**config.mk**
```make
export PLATFORM = sky130hd
export DESIGN_NAME = keyed_registration_table
export DESIGN_NICKNAME = d
export VERILOG_FILES = /design/src/hdl/krt_pkg.sv /design/src/hdl/keyed_registration_table.sv
export VERILOG_INCLUDE_DIRS = /design/src /design/src/hdl
export SDC_FILE = /design/constraint.sdc
export NUM_CORES = 1
export LEC_CHECK = 0
export BUFFER_PORTS_ARGS = -buffer_cell sky130_fd_sc_hd__buf_2
export CORE_MARGIN = 3
export CORE_UTILIZATION = 49
export CTS_CLUSTER_SIZE = 10
export DETAILED_ROUTE_END_ITERATION = 10
export MAX_ROUTING_LAYER = met4
export SETUP_SLACK_MARGIN = 0.3
export SYNTH_ARGS = -nofsm -noshare
export SYNTH_HDL_FRONTEND = slang
export SYNTH_SLANG_ARGS = --single-unit
```
**constraint.sdc**
```tcl
create_clock -name clk -period 12.7 [get_ports clk]
set_clock_uncertainty 0.15 [all_clocks]
set_input_delay 3.175 -clock clk [delete_from_list [all_inputs] [get_ports clk]]
set_output_delay 3.175 -clock clk [all_outputs]
set_load 0.005 [all_outputs]
```
**src/hdl/assert_macros.svh**
```systemverilog
// assertion helpers for the rtl
`ifndef ASSERT_MACROS_SVH
`define ASSERT_MACROS_SVH

`ifndef NO_ASSERTIONS

// same-cycle implication
`define KRT_ASSERT_IMPL(label, clk, rst_n, ante, cons) \
  label: assert property (@(posedge clk) disable iff (!rst_n) (ante) |-> (cons)) \
    else $error("assertion failed: same-cycle implication");

// next-cycle implication
`define KRT_ASSERT_NEXT(label, clk, rst_n, ante, cons) \
  label: assert property (@(posedge clk) disable iff (!rst_n) (ante) |=> (cons)) \
    else $error("assertion failed: next-cycle implication");

`else

`define KRT_ASSERT_IMPL(label, clk, rst_n, ante, cons)
`define KRT_ASSERT_NEXT(label, clk, rst_n, ante, cons)

`endif

`endif

```
**src/hdl/krt_pkg.sv**
```systemverilog
package krt_pkg;

  // command codes
  typedef enum logic [1:0] {
    CMD_STORE  = 2'd0,
    CMD_LOOKUP = 2'd1,
    CMD_REMOVE = 2'd2,
    CMD_CLEAR  = 2'd3
  } cmd_t;

  // result status codes
  typedef enum logic [1:0] {
    ST_DONE    = 2'd0,
    ST_MISSING = 2'd1,
    ST_FULL    = 2'd2
  } status_t;

  localparam int unsigned KEY_W   = 32;
  localparam int unsigned VALUE_W = 32;
  localparam int unsigned COUNT_W = 5;

  // one table entry as held in memory
  typedef struct packed {
    logic [KEY_W-1:0]   key;
    logic [VALUE_W-1:0] value;
  } entry_t;

endpackage

```
**src/hdl/keyed_registration_table.sv**
```systemverilog
// flow: a command goes from idle to the scan, or for a clear straight to the response state;
//   a remove that moves the last entry passes through the move state before the response
// throughput: one command at a time, the scan reads one memory entry per cycle through the
//   single read port; a new command waits until the result reaches the output register
// reset: synchronous active low, clears the fill count and control state only;
//   memory contents are never cleared, entries at or above the fill count are never compared
`include "assert_macros.svh"

module keyed_registration_table #(
  parameter int unsigned CAPACITY = 16
) (
  input  logic        clk,
  input  logic        rst_n,
  input  logic        in_valid,
  output logic        in_ready,
  input  logic [1:0]  in_command,
  input  logic [31:0] in_entry_key,
  input  logic signed [31:0] in_entry_value,
  output logic        out_valid,
  input  logic        out_ready,
  output logic [1:0]  out_status,
  output logic signed [31:0] out_found_value,
  output logic [4:0]  out_entry_count
);

  localparam int unsigned IDX_W = (CAPACITY > 1) ? $clog2(CAPACITY) : 1;
  localparam int unsigned CNT_W = $clog2(CAPACITY + 1);

  typedef enum logic [1:0] {
    S_IDLE,
    S_SCAN,
    S_MOVE,
    S_RESP
  } state_t;

  // control and payload registers
  state_t                 state_r, state_nxt;
  krt_pkg::cmd_t          cmd_r, cmd_nxt;
  logic [31:0]            key_r, key_nxt;
  logic [31:0]            val_r, val_nxt;
  logic [CNT_W-1:0]       count_r, count_nxt;
  logic [IDX_W-1:0]       pend_idx_r, pend_idx_nxt;
  logic [IDX_W-1:0]       slot_r, slot_nxt;
  krt_pkg::status_t       res_status_r, res_status_nxt;
  logic [31:0]            res_found_r, res_found_nxt;
  logic                   out_valid_r, out_valid_nxt;
  logic [1:0]             out_status_r, out_status_nxt;
  logic [31:0]            out_found_r, out_found_nxt;
  logic [4:0]             out_count_r, out_count_nxt;

  // memory port signals
  krt_pkg::entry_t        mem [CAPACITY];
  krt_pkg::entry_t        rd_data_r;
  logic [IDX_W-1:0]       rd_addr;
  logic                   wr_en;
  logic [IDX_W-1:0]       wr_addr;
  krt_pkg::entry_t        wr_data;

  // scan decode
  logic                   hit;
  logic                   last_probe;
  logic [CNT_W-1:0]       last_cnt;
  logic [CNT_W+4:0]       count_ext;

  assign hit        = (count_r != '0) && (rd_data_r.key == key_r);
  assign last_probe = ((CNT_W'(pend_idx_r) + CNT_W'(1)) >= count_r);
  assign last_cnt   = count_r - CNT_W'(1);
  assign count_ext  = {5'd0, count_nxt};

  assign in_ready        = (state_r == S_IDLE);
  assign out_valid       = out_valid_r;
  assign out_status      = out_status_r;
  assign out_found_value = out_found_r;
  assign out_entry_count = out_count_r;

  // entry memory, one write and one registered read per cycle
  always_ff @(posedge clk) begin
    if (wr_en) begin
      mem[wr_addr] <= wr_data;
    end
    rd_data_r <= mem[rd_addr];
  end

  // next-state logic
  always_comb begin
    state_nxt      = state_r;
    cmd_nxt        = cmd_r;
    key_nxt        = key_r;
    val_nxt        = val_r;
    count_nxt      = count_r;
    pend_idx_nxt   = pend_idx_r;
    slot_nxt       = slot_r;
    res_status_nxt = res_status_r;
    res_found_nxt  = res_found_r;
    out_valid_nxt  = out_valid_r;
    out_status_nxt = out_status_r;
    out_found_nxt  = out_found_r;
    out_count_nxt  = out_count_r;
    rd_addr        = IDX_W'(pend_idx_r + IDX_W'(1));
    wr_en          = 1'b0;
    wr_addr        = '0;
    wr_data        = '0;

    // output transfer frees the result register
    if (out_valid_r && out_ready) begin
      out_valid_nxt = 1'b0;
    end

    unique case (state_r)
      S_IDLE: begin
        rd_addr = '0;
        if (in_valid) begin
          cmd_nxt       = krt_pkg::cmd_t'(in_command);
          key_nxt       = in_entry_key;
          val_nxt       = in_entry_value;
          res_found_nxt = '0;
          pend_idx_nxt  = '0;
          if (krt_pkg::cmd_t'(in_command) == krt_pkg::CMD_CLEAR) begin
            count_nxt      = '0;
            res_status_nxt = krt_pkg::ST_DONE;
            state_nxt      = S_RESP;
          end else begin
            state_nxt = S_SCAN;
          end
        end
      end

      S_SCAN: begin
        // compare the entry read last cycle while the next read is in flight
        if (hit) begin
          res_status_nxt = krt_pkg::ST_DONE;
          state_nxt      = S_RESP;
          unique case (cmd_r)
            krt_pkg::CMD_STORE: begin
              wr_en   = 1'b1;
              wr_addr = pend_idx_r;
              wr_data = '{key: key_r, value: val_r};
            end
            krt_pkg::CMD_LOOKUP: begin
              res_found_nxt = rd_data_r.value;
            end
            krt_pkg::CMD_REMOVE: begin
              slot_nxt = pend_idx_r;
              if (CNT_W'(pend_idx_r) == last_cnt) begin
                count_nxt = last_cnt;
              end else begin
                rd_addr   = last_cnt[IDX_W-1:0];
                state_nxt = S_MOVE;
              end
            end
            default: begin
            end
          endcase
        end else if (last_probe) begin
          state_nxt = S_RESP;
          unique case (cmd_r)
            krt_pkg::CMD_STORE: begin
              if (count_r == CNT_W'(CAPACITY)) begin
                res_status_nxt = krt_pkg::ST_FULL;
              end else begin
                res_status_nxt = krt_pkg::ST_DONE;
                wr_en          = 1'b1;
                wr_addr        = count_r[IDX_W-1:0];
                wr_data        = '{key: key_r, value: val_r};
                count_nxt      = count_r + CNT_W'(1);
              end
            end
            default: begin
              res_status_nxt = krt_pkg::ST_MISSING;
            end
          endcase
        end else begin
          pend_idx_nxt = IDX_W'(pend_idx_r + IDX_W'(1));
        end
      end

      S_MOVE: begin
        // last entry fills the hole left by the removed key
        wr_en     = 1'b1;
        wr_addr   = slot_r;
        wr_data   = rd_data_r;
        count_nxt = last_cnt;
        state_nxt = S_RESP;
      end

      S_RESP: begin
        if (!out_valid_r || out_ready) begin
          out_valid_nxt  = 1'b1;
          out_status_nxt = res_status_r;
          out_found_nxt  = res_found_r;
          out_count_nxt  = count_ext[4:0];
          state_nxt      = S_IDLE;
        end
      end

      default: begin
        state_nxt = S_IDLE;
      end
    endcase

    // result count follows the final count of the command
    if (state_r == S_RESP) begin
      out_count_nxt = (!out_valid_r || out_ready) ? count_ext[4:0] : out_count_r;
    end
  end

  // state and registered outputs
  always_ff @(posedge clk) begin
    if (!rst_n) begin
      state_r     <= S_IDLE;
      count_r     <= '0;
      out_valid_r <= 1'b0;
    end else begin
      state_r     <= state_nxt;
      count_r     <= count_nxt;
      out_valid_r <= out_valid_nxt;
    end
    cmd_r        <= cmd_nxt;
    key_r        <= key_nxt;
    val_r        <= val_nxt;
    pend_idx_r   <= pend_idx_nxt;
    slot_r       <= slot_nxt;
    res_status_r <= res_status_nxt;
    res_found_r  <= res_found_nxt;
    out_status_r <= out_status_nxt;
    out_found_r  <= out_found_nxt;
    out_count_r  <= out_count_nxt;
  end

  // fill count never passes the table size
  `KRT_ASSERT_IMPL(a_count_range, clk, rst_n, 1'b1, count_r <= CNT_W'(CAPACITY))
  // an input transfer always starts a scan or a clear response
  `KRT_ASSERT_NEXT(a_accept_next, clk, rst_n, in_valid && in_ready, (state_r == S_SCAN) || (state_r == S_RESP))
  // the memory is only written while a command is being worked
  `KRT_ASSERT_IMPL(a_write_busy, clk, rst_n, wr_en, (state_r == S_SCAN) || (state_r == S_MOVE))
  // the count is settled once the response is pending
  `KRT_ASSERT_NEXT(a_count_hold, clk, rst_n, state_r == S_RESP, $stable(count_r))

endmodule

```
==> results.json <==
{
  "status": "finished, final reports clean",
  "cts_sinks": 1243,
  "ys_warn_count": 0,
  "startpoint_type": "register",
  "vias": 24460,
  "routed_wl_microns": 119000,
  "cp_num_cells": 9,
  "cts.path.max_buffers": 3,
  "grtUsageTotal_pct": 24.53,
  "final_antenna_net_count": 0,
  "syn-instance-count": 2368,
  "hp-class": "register to register",
  "cts_resized": 0,
  "setup_viol": 0,
  "die_w_microns": 317.5,
  "syn2layout_area_growth_pct": 12.81,
  "reg2reg_depth": 9,
  "clk_latency_ps": 740,
  "num_rows": 113,
  "ys_ff_latch": 1243,
  "crit_buf_inv": 1,
  "critPathSlowestCell": "nor2_4",
  "first_iter_violations": 2877,
  "cts_tree": "built",
  "worstPathRequired_ps": 12890,
  "critPathKind": "register to register",
  "fmax_mhz": 172.6,
  "finalHoldViolations": 0,
  "crit_fanout": 43,
  "dieArea_sq_um": 100800,
  "worst_setup_path_end_kind": "register",
  "hold_buffers": 0,
  "hold_path_depth": 0,
  "yosysUniqueCellTypes": 61,
  "grt_pass1_wl_microns": 175200,
  "via_per_inst": 6.291,
  "syn-cell-area_sq_um": 47560,
  "timing.setup.tns_ps": 0,
  "power_density_nw_per_um2": 247.8,
  "cp.arrival_ps": 5990,
  "core_sq_um": 95580,
  "synth_fp_nets": 2451,
  "drc": 0,
  "slew_violations": 0,
  "post-cts-setup-buffers": 0,
  "layout.nets": 2606,
  "maxCapViolations": 0,
  "max-vdd-ir-drop_uv": 304.4,
  "clock_tree.root_cell": "clkbuf_16",
  "wl_per_cell_microns": 30.61,
  "cp_slowest_stage_delay_ps": 890,
  "critPathTopFamily": "simple AND/OR/NAND/NOR gates",
  "crit_path_cell_trace": "xnor2_1 -> nand4_1 -> nor3_1 -> and3_1 -> nor2_1 -> a41oi_1 -> a31oi_1 -> nor2_4 -> buf_4",
  "layout-drive-gt1-share_pct": 23.59,
  "relSlewSlack_pct": 25.63,
  "grt_overflow": 0,
  "drt_pass1_iterations": 8,
  "io_pins": 111,
  "die_y_microns": 317.5,
  "floorplan.initialDensity_pct": 49.76,
  "grt_start_max_net_pins": 133,
  "synthArstFlopShare_pct": 0,
  "fin_crit_sh_pct": 45.63,
  "p_leak_nw": 16.83,
  "htree_levels": 4,
  "holdWs_ps": 257.6,
  "synth_edf_count": 1171,
  "io_buffers": 110,
  "synth-seq-area-share_pct": 76.97,
  "grt_antenna_before_repair": 3,
  "worstMarginPinSlew_ps": 1116,
  "grt_pass1_vias": 25290,
  "numCtsBuffers": 144,
  "dp_hpwl_microns": 58480,
  "synth_area_per_cell_sq_um": 20.08,
  "rsz0062_at_grt": "no",
  "gp_congestion": 0.8854,
  "ys.flop_type": "edfxtp_1",
  "cts.clk_slew.worst_paths_ps": 60,
  "post-route-min-period_ps": 5794
}
==> metal layers <==
layer  wire length, microns  vias up  GRT usage (%)  part of all wire, %
li1                       -    10150              -                    -
met4                   3019        0          6.675                  2.5
met1                  50770    13000          34.79                   43
met5                      0        -              -                    0
met2                  56210     1068          37.35                   47
met3                   9023      244          4.178                  7.6
==> synthesized netlist by cell type, drive strengths merged (2+ instances only) <==
cell       n  area, sq um
nor2b      4        25.02
nand2b     7        43.79
and4       2        17.52
and3       4        30.03
or3        2        12.51
nand3b     2        15.01
a21oi      8        40.04
mux2i      5        50.05
a21o       7        52.55
clkbuf    81        304.0
buf       75        516.7
dfxtp     72         1441
inv       14        52.55
nor4       6        43.79
nand4     75        475.5
o31a       2        17.52
a22oi      3        27.52
xnor2     36        315.3
o31ai      3        22.52
o21ai      6        30.03
a41oi      3        26.28
nor2      83        311.6
edfxtp  1171        35160
a22o       2        17.52
a31oi      6        43.79
nand2     13        48.80
nor3      14        75.07
xnor3      2        45.04
ha        13        162.7
a32oi     67        586.8
nand3    262         1311
xor2       3        26.28
a221oi     5        50.04
and2      37        231.5
mux4     256         5766
==> cells by family (layout without fill, tap and decap cells) <==
logic type / count (synthesis) / in the layout / synth area share (%)
buffers and inverters: 170 / 422 / 1.836
muxes: 262 / 262 / 12.25
AOI/OAI and AO/OA: 125 / 125 / 2.178
other: 0 / 3 / 0
and+or+nand+nor: 514 / 514 / 5.612
xor gates and xnor gates: 41 / 41 / 0.8129
adders and majority gates: 13 / 13 / 0.3420
DFF: 1243 / 1243 / 76.97
==> placed cells by master (no fill, tap or decap), types with 6 or more instances in the layout <==
| cell type | count |
|---|---|
| a21o_1 | 6 |
| ha_1 | 11 |
| buf_2 | 110 |
| nor3_2 | 10 |
| clkbuf_1 | 85 |
| edfxtp_1 | 1171 |
| xnor2_1 | 36 |
| buf_4 | 53 |
| mux4_2 | 256 |
| clkbuf_16 | 148 |
| nand2_1 | 13 |
| nand3_1 | 262 |
| nand4_1 | 74 |
| a32oi_1 | 67 |
| and2_1 | 36 |
| o21ai_0 | 6 |
| nor2_1 | 79 |
| dfxtp_1 | 72 |
| inv_1 | 13 |
| nand2b_1 | 7 |
| a21oi_1 | 7 |
==> worst reg2reg max path, stage by stage (launching register included) <==
cell,delay [ps]
edfxtp_1,440
xnor2_1,410
nand4_1,220
nor3_1,680
and3_1,680
nor2_1,320
a41oi_1,370
a31oi_1,310
nor2_4,890
buf_4,870
==> final timing paths <==
| path | start | to | slack, ps |
|---|---|---|---|
| worst min-delay path | res_found_r[20]$_SDFFCE_PN0P_ | out_found_value[20]$_DFFE_PP_ | 260 |
| worst max register to register | key_r[2]$_DFFE_PP_ | mem[8][52]$_DFFE_PP_ | 6910 |
| worst max-delay path | key_r[2]$_DFFE_PP_ | mem[8][52]$_DFFE_PP_ | 6910 |
| worst min register to register | res_found_r[20]$_SDFFCE_PN0P_ | out_found_value[20]$_DFFE_PP_ | 260 |
==> sequential cells by signal, summed over array words and instances (netlist names), 2 cells and up <==
| signal | cells |
|---|---|
| rd_data_r | 64 |
| pend_idx_r | 4 |
| res_status_r | 2 |
| key_r | 32 |
| state_r | 2 |
| out_found_value | 32 |
| out_entry_count | 5 |
| out_status | 2 |
| val_r | 32 |
| cmd_r | 2 |
| slot_r | 4 |
| count_r | 5 |
| res_found_r | 32 |
| mem | 1024 |
==> power breakdown <==
group	internal (W)	switching (W)	leakage [nW]
sequential	0.00496	0.000168	11.0
combinational	0.00175	0.00272	3.87
clock	0.00217	0.00152	1.98
total	0.00888	0.00441	16.8
==> cell type report <==
type / instances / area (sq um)
clock buffer: 234 / 4036
inverter: 14 / 52.55
sequential: 1243 / 36610
timing repair buffer: 165 / 988.4
fill: 7298 / 41920
tap: 1265 / 1583
clock inverter: 9 / 103.9
multi-input combinational: 955 / 10280
antenna: 3 / 7.507
==> per-stage QoR <==
step / utilization (%) / cells / worst slack, ps / instance area (sq um) / total power [W]
detailed placement: 51.80 / 3642 / 6813 / 49510 / 0.009701
floorplan: - / 2368 / 3313 / 47560 / 0.008468
finish: 56.14 / 3888 / 6906 / 53650 / 0.01330
CTS: 56.13 / 3885 / 6782 / 53650 / 0.01341
global placement: 51.80 / 3642 / 6837 / 49510 / 0.009673
global route: 56.13 / 3886 / 6420 / 53650 / 0.01392
No activity file was read; power rests on OpenSTA's default activity.
